===== src/rtl/spimbs_pkg.sv =====
`default_nettype none

package spimbs_pkg;

  // Default frame length and divider width.
  localparam int FRAME_BITS_DEF    = 8;
  localparam int DIVIDER_WIDTH_DEF = 8;

  // Widths fixed by the item fields and the register file.
  localparam int BYTE_W  = 8;
  localparam int MODE_W  = 2;
  localparam int HPT_W   = 8;
  localparam int PADDR_W = 4;
  localparam int PDATA_W = 32;
  localparam int REG_IDX_W = 2;

  // Register indexes (byte address is four times the index).
  typedef enum logic [REG_IDX_W-1:0] {
    REG_SPI_MODE  = 2'd0,
    REG_BIT_ORDER = 2'd1,
    REG_HALF_PER  = 2'd2
  } reg_idx_t;

  // Request codes carried in req_type.
  typedef enum logic {
    REQ_TICK  = 1'b0,
    REQ_START = 1'b1
  } req_t;

endpackage

`default_nettype wire


===== src/rtl/spi_master_byte_shifter_top.sv =====
`default_nettype none

// SPI master byte shifter, modes 0 to 3, full duplex.
// Input channel (in_valid/in_ready): each request is either a time tick carrying
// the MISO level or a start request carrying the byte to send. Every accepted
// request produces exactly one result on the output channel (out_valid/out_ready)
// with the SCK and MOSI levels, busy, done and the received byte.
// The shifter state and the result register are both updated at the edge that
// accepts the request. Throughput is one request per clock while out_ready is
// high, set by the single register stage between input and result.
// When the receiver stalls, the result register holds its contents and the block
// accepts a new request only in the cycle in which the waiting result is taken,
// so a full stall blocks the input after one result.
// Reset (synchronous, active high) clears the shifter to idle in mode 0, MSB
// first, a divider limit of zero, and empties the result register.
// Registers via the APB port: spi_mode at 0x0, the bit order at 0x4,
// half_period_ticks at 0x8. Write them only while no transfer is running.
module spi_master_byte_shifter_top #(
  parameter int FRAME_BITS    = spimbs_pkg::FRAME_BITS_DEF,
  parameter int DIVIDER_WIDTH = spimbs_pkg::DIVIDER_WIDTH_DEF
) (
  input  wire                             clk,
  input  wire                             rst,
  // input channel
  input  wire                             in_valid,
  output logic                            in_ready,
  input  wire                             req_type,
  input  wire  [spimbs_pkg::BYTE_W-1:0]   tx_byte,
  input  wire                             miso,
  // output channel
  output logic                            out_valid,
  input  wire                             out_ready,
  output logic                            sck,
  output logic                            mosi,
  output logic                            busy_res,
  output logic                            done_res,
  output logic [spimbs_pkg::BYTE_W-1:0]   rx_byte,
  // configuration port
  input  wire                             psel,
  input  wire                             penable,
  input  wire                             pwrite,
  input  wire  [spimbs_pkg::PADDR_W-1:0]  paddr,
  input  wire  [spimbs_pkg::PDATA_W-1:0]  pwdata,
  output logic [spimbs_pkg::PDATA_W-1:0]  prdata,
  output logic                            pready
);

  localparam int BW = (FRAME_BITS > 1) ? $clog2(FRAME_BITS) : 1;
  localparam logic [BW-1:0] LAST_BIT = BW'(FRAME_BITS - 1);

  // Configuration registers
  logic [spimbs_pkg::MODE_W-1:0] spi_mode;
  logic                          lsb_lead;
  logic [spimbs_pkg::HPT_W-1:0]  half_period_ticks;

  // Shifter state
  logic [FRAME_BITS-1:0]    tx_shift, tx_shift_next;
  logic [FRAME_BITS-1:0]    rx_shift, rx_shift_next;
  logic [BW-1:0]            bits_done, bits_done_next;
  logic                     second_half, second_half_next;
  logic [DIVIDER_WIDTH-1:0] tick_count, tick_count_next;
  logic                     active, active_next;
  logic                     clock_level, clock_level_next;
  logic                     data_out_level, data_out_level_next;
  logic                     done_next;
  logic [spimbs_pkg::BYTE_W-1:0] rx_out_next;

  logic                     in_accept;
  logic                     cfg_write;
  spimbs_pkg::reg_idx_t     reg_idx;
  logic                     cpol, cpha;
  logic [DIVIDER_WIDTH-1:0] limit;
  logic [FRAME_BITS+spimbs_pkg::BYTE_W-1:0] tx_ext;
  logic [FRAME_BITS+spimbs_pkg::BYTE_W-1:0] rx_ext;
  logic [DIVIDER_WIDTH+spimbs_pkg::HPT_W-1:0] hpt_ext;
  logic [BW-1:0]            pos_cur, pos_start, pos_nxt;

  function automatic logic [BW-1:0] bit_pos(input logic lsb, input logic [BW-1:0] n);
    return lsb ? n : (LAST_BIT - n);
  endfunction

  assign in_ready  = !out_valid || out_ready;
  assign in_accept = in_valid && in_ready;
  assign pready    = 1'b1;
  assign cfg_write = psel && penable && pwrite && pready;
  assign reg_idx   = spimbs_pkg::reg_idx_t'(paddr[spimbs_pkg::PADDR_W-1:2]);

  assign cpol    = spi_mode[1];
  assign cpha    = spi_mode[0];
  assign hpt_ext = {{DIVIDER_WIDTH{1'b0}}, half_period_ticks};
  assign limit   = hpt_ext[DIVIDER_WIDTH-1:0];
  assign tx_ext  = {{FRAME_BITS{1'b0}}, tx_byte};

  // The received byte is the low part of the frame after the last sample.
  assign rx_ext      = {{spimbs_pkg::BYTE_W{1'b0}}, rx_shift_next};
  assign rx_out_next = done_next ? rx_ext[spimbs_pkg::BYTE_W-1:0] : '0;

  assign pos_cur   = bit_pos(lsb_lead, bits_done);
  assign pos_nxt   = bit_pos(lsb_lead, bits_done + BW'(1));
  assign pos_start = bit_pos(lsb_lead, '0);

  // One step of the shifter for the request at the input.
  always_comb begin
    tx_shift_next       = tx_shift;
    rx_shift_next       = rx_shift;
    bits_done_next      = bits_done;
    second_half_next    = second_half;
    tick_count_next     = tick_count;
    active_next         = active;
    clock_level_next    = clock_level;
    data_out_level_next = data_out_level;
    done_next           = 1'b0;
    if (!active) begin
      clock_level_next = cpol;
      if (spimbs_pkg::req_t'(req_type) == spimbs_pkg::REQ_START) begin
        tx_shift_next    = tx_ext[FRAME_BITS-1:0];
        rx_shift_next    = '0;
        bits_done_next   = '0;
        second_half_next = 1'b0;
        tick_count_next  = '0;
        active_next      = 1'b1;
        if (!cpha) begin
          data_out_level_next = tx_ext[pos_start];
        end
      end
    end else if (tick_count < limit) begin
      tick_count_next = tick_count + DIVIDER_WIDTH'(1);
    end else begin
      tick_count_next = '0;
      if (!second_half) begin
        // Leading edge.
        clock_level_next = !cpol;
        if (cpha) begin
          data_out_level_next = tx_shift[pos_cur];
        end else begin
          rx_shift_next[pos_cur] = miso;
        end
        second_half_next = 1'b1;
      end else begin
        // Trailing edge.
        clock_level_next = cpol;
        if (cpha) begin
          rx_shift_next[pos_cur] = miso;
        end
        second_half_next = 1'b0;
        if (bits_done == LAST_BIT) begin
          active_next    = 1'b0;
          done_next      = 1'b1;
          bits_done_next = '0;
        end else begin
          bits_done_next = bits_done + BW'(1);
          if (!cpha) begin
            data_out_level_next = tx_shift[pos_nxt];
          end
        end
      end
    end
  end

  // Configuration registers and shifter state.
  always_ff @(posedge clk) begin
    if (rst) begin
      spi_mode          <= '0;
      lsb_lead          <= 1'b0;
      half_period_ticks <= '0;
      tx_shift          <= '0;
      rx_shift          <= '0;
      bits_done         <= '0;
      second_half       <= 1'b0;
      tick_count        <= '0;
      active            <= 1'b0;
      clock_level       <= 1'b0;
      data_out_level    <= 1'b0;
    end else begin
      if (cfg_write) begin
        unique case (reg_idx)
          spimbs_pkg::REG_SPI_MODE:  spi_mode <= pwdata[spimbs_pkg::MODE_W-1:0];
          spimbs_pkg::REG_BIT_ORDER: lsb_lead <= pwdata[0];
          spimbs_pkg::REG_HALF_PER:  half_period_ticks <= pwdata[spimbs_pkg::HPT_W-1:0];
          default: ;
        endcase
      end
      if (in_accept) begin
        tx_shift       <= tx_shift_next;
        rx_shift       <= rx_shift_next;
        bits_done      <= bits_done_next;
        second_half    <= second_half_next;
        tick_count     <= tick_count_next;
        active         <= active_next;
        clock_level    <= clock_level_next;
        data_out_level <= data_out_level_next;
      end else if (cfg_write && reg_idx == spimbs_pkg::REG_SPI_MODE && !active) begin
        // The idle clock level follows a new polarity at once.
        clock_level <= pwdata[1];
      end
    end
  end

  // Result register.
  always_ff @(posedge clk) begin
    if (rst) begin
      out_valid <= 1'b0;
    end else if (in_accept) begin
      out_valid <= 1'b1;
    end else if (out_ready) begin
      out_valid <= 1'b0;
    end
  end

  always_ff @(posedge clk) begin
    if (in_accept) begin
      sck      <= clock_level_next;
      mosi     <= data_out_level_next;
      busy_res <= active_next;
      done_res <= done_next;
      rx_byte  <= rx_out_next;
    end
  end

  always_comb begin
    prdata = '0;
    unique case (reg_idx)
      spimbs_pkg::REG_SPI_MODE:  prdata[spimbs_pkg::MODE_W-1:0] = spi_mode;
      spimbs_pkg::REG_BIT_ORDER: prdata[0] = lsb_lead;
      spimbs_pkg::REG_HALF_PER:  prdata[spimbs_pkg::HPT_W-1:0] = half_period_ticks;
      default: prdata = '0;
    endcase
  end

  // Checks
  a_done_ends_busy: assert property (@(posedge clk) disable iff (rst)
    out_valid && done_res |-> !busy_res)
    else $error("done reported while transfer still busy");

  a_idle_counters_clear: assert property (@(posedge clk) disable iff (rst)
    !active |-> bits_done == '0 && !second_half)
    else $error("bit counter or half flag left set while idle");

  a_start_goes_active: assert property (@(posedge clk) disable iff (rst)
    in_accept && !active && req_type == spimbs_pkg::REQ_START |=> active && busy_res)
    else $error("start request did not begin a transfer");

  a_accept_gives_result: assert property (@(posedge clk) disable iff (rst)
    in_accept |=> out_valid)
    else $error("accepted request produced no result");

endmodule

`default_nettype wire


===== config.mk =====
export PLATFORM = sky130hd
export DESIGN_NAME = spi_master_byte_shifter_top
export DESIGN_NICKNAME = d
export VERILOG_FILES = /design/src/rtl/spimbs_pkg.sv /design/src/rtl/spi_master_byte_shifter_top.sv
export SDC_FILE = /design/constraint.sdc
export NUM_CORES = 1
export LEC_CHECK = 0
export BUFFER_PORTS_ARGS = -buffer_cell sky130_fd_sc_hd__buf_2
export CAP_MARGIN = 10
export CORE_AREA = 4 4 83 85
export DETAILED_ROUTE_END_ITERATION = 8
export DIE_AREA = 0 0 87 89
export GPL_ROUTABILITY_DRIVEN = 0
export PLACE_DENSITY = 0.93
export SYNTH_ARGS = -nofsm -noshare
export SYNTH_HDL_FRONTEND = slang
export SYNTH_SLANG_ARGS = --single-unit

===== constraint.sdc =====
create_clock -name clk -period 4.8 [get_ports clk]
set_input_delay 0.24 -clock clk [delete_from_list [all_inputs] [get_ports clk]]
set_output_delay 0.24 -clock clk [all_outputs]
set_load 0.02 [all_outputs]

==> metrics.yaml <==
status: "finished clean"
synth-warning-count: 0
seq_area_frac_synth_pct: 36.5
cts_resized: 0
dp.cells: 491
cts_made_buffers: 5
place_ws_ps: 2020
async_flop_share_pct: 0
critPathKind: "flip-flop to flip-flop"
nets: 484
hold_viol: 0
ir_worst_vdd_mv: 0.197
avgSynthCellArea_um2: 8.65
yosys.area.top_type: "dfxtp_1"
drive_gt1_share_pct: 16.6
tightest_slew_ps: 862
num_rows: 29
routed_wl_um: 7040
fin_setup_tns_ps: 0
drtIter0Drc: 192
post-route-period-util_pct: 59.5
antenna_found_initial: 0
synth_edf_count: 12
dieArea_um2: 7740
clkSinkCount: 55
slew_headroom_pct: 42.5
r2r_end: "data_out_level$_SDFFE_PP0P_"
grt_util_all_layers_pct: 18.9
wire_per_inst_um: 14.1
stdcell_count: 499
die_h_um: 89
cp.arrival_ps: 3090
grt_setup_unrepaired: "false"
post_dp_cell_area_um2: 3480
num_vias: 2795
h-tree-depth: 2
rrSetupSlack_ps: 1940
cp_max_fo: 24
grt_max_degree: 34
cts_tree: "built"
hold_path_class: "input pin to flip-flop"
synth_top_area_share_pct: 25.7
synth_flop_cell: "dfxtp_1"
layout_common_cells: "48 x nor2_1, 48 x buf_2, 43 x dfxtp_1"
clk-insertion-delay-late_ps: 320
route.detailed.drc: 0
design_area_um2: 3570
skew_ps: 5.44
viasPerCell: 5.60
grt_pass1_vias: 2651
core-area_um2: 6200
cp-endpoint: "data_out_level$_SDFFE_PP0P_"
antenna_cells: 0
area_growth_syn_to_layout_pct: 6.73
portBuffers: 48
cts-root-buf: "clkbuf_8"
start_kind: "flip-flop"
drt_pass1_iterations: 5
ctsHoldBuffers: 0
post_cts_buffers: 0
r2r_start: "bits_done[0]$_SDFFE_PP0P_"
crit_path_start: "bits_done[0]$_SDFFE_PP0P_"
layout_min_cycle_time_ps: 2860
hpwl_um: 5100
max_freq_mhz: 350
powerDensity_nw_per_um2: 247
clkSlewWorstSetupHoldPaths_ps: 100
crit_path_end_kind: "flip-flop"
slew_violations: 0
synth_area_leaders: "dfxtp_1 26%, edfxtp_1 11%, mux2i_1 9.9%"
synth_cells: 387
postRouteAntennaNets: 0
worst_slack_ps: 1940
reg2regPathDepth: 8
cp_data_required_time_ps: 5040
fp.dieW_um: 87
setup_viol: 0
synth_area_um2: 3350
cap_violations: 0
yosysUniqueCellTypes: 63
postSynthRegisterBits: 55
io_pins: 100
total_leakage_power_nw: 1.49
clk_path_buf_depth: 2
grt_overflow: 0
initial_utilization_pct: 53.9
grt_pass1_wl_um: 11900
## logic make-up after synthesis
family                   after synthesis  share of synthesized area, %
other                                  2                         0.224
multiplexers                          34                          10.2
buffers and inverters                 65                          11.1
AO/OA/AOI/OAI                         71                          14.4
XOR/XNOR                               8                          2.09
adder cells (fa/ha/maj)               10                          3.74
flip-flops                            55                          36.5
AND/OR/NAND/NOR                      142                          21.8
## stage by stage
| stage | total power [W] | hold slack [ps] | util, % |
|---|---|---|---|
| 2_1_floorplan | 0.000609 | 384 | - |
| 3_3_place_gp | 0.000621 | 437 | 56.1 |
| 4_1_cts | 0.000884 | 150 | 57.6 |
| 3_5_place_dp | 0.000624 | 444 | 56.1 |
| 6_report | 0.000881 | 150 | 57.6 |
| 5_1_grt | 0.000918 | 166 | 57.6 |
## sequential cells by signal, summed over array words and instances, names as in the netlist, 2 cells and up
register           cells
half_period_ticks      8
rx_byte                8
rx_shift               8
tick_count             8
tx_shift               8
bits_done              3
spi_mode               2
## power breakdown
part / leakage (nW) / internal (W) / switching, W / total (W)
sequential: 0.469 / 0.000486 / 0.0000132 / 0.000499
clock: 0.0485 / 0.000105 / 0.000162 / 0.000267
combinational: 0.969 / 0.0000386 / 0.0000769 / 0.000115
## worst max-delay path, stage by stage (launching register included)
cell       delay [ps]
dfxtp_1           800
ha_1              510
nor2b_1           170
a2111oi_0          70
or4_1             540
o211a_1           160
o21ai_2           120
o211ai_2          110
a311oi_2          290
## worst min path at each step
stage | cells after the start | start | slack [ps] | endpoint
after global routing | 3 | tx_byte[4] | 170 | tx_shift[4]$_SDFFE_PP0P_
final | 3 | tx_byte[6] | 150 | tx_shift[6]$_SDFFE_PP0P_
after global placement | 2 | rx_shift[2]$_SDFFE_PP0P_ | 440 | rx_shift[2]$_SDFFE_PP0P_
after CTS | 3 | tx_byte[1] | 150 | tx_shift[1]$_SDFFE_PP0P_
after detailed placement | 2 | rx_shift[7]$_SDFFE_PP0P_ | 440 | rx_shift[7]$_SDFFE_PP0P_
after floorplan | 2 | pwdata[0] | 380 | spi_mode[0]$_SDFFE_PP0P_
## Yosys cell counts, drive strengths merged, types with 2 or more instances
| master | number |
|---|---|
| a2111oi | 4 |
| a211oi | 3 |
| a21oi | 19 |
| a31oi | 5 |
| and2 | 6 |
| and3 | 4 |
| buf | 37 |
| clkbuf | 8 |
| conb | 2 |
| dfxtp | 43 |
| edfxtp | 12 |
| ha | 10 |
| inv | 20 |
| mux2i | 33 |
| nand2 | 20 |
| nand2b | 4 |
| nand3 | 18 |
| nand3b | 5 |
| nand4 | 3 |
| nor2 | 50 |
| nor2b | 8 |
| nor3 | 5 |
| nor3b | 5 |
| o21ai | 7 |
| o22ai | 17 |
| o311a | 2 |
| or2 | 5 |
| or3 | 2 |
| or3b | 2 |
| xnor2 | 3 |
| xor2 | 5 |
## area by class of cell
cell class	instances	area, um2
flip-flops and latches	55	1220
multi-input cells	290	1840
inverters	20	75.1
clock inverters	3	22.5
clock buffers	5	68.8
fillers	545	2630
repair buffers	49	248
well taps	77	96.3
## per-layer routing
metal	share of wire (%)	vias up	global-route usage (%)
li1	-	1387	-
met1	41	1291	22.0
met2	51	101	34.2
met3	6.3	16	3.32
met4	2.0	0	7.93
met5	0	-	0
Note: power is estimated with default switching activity, not from simulation.
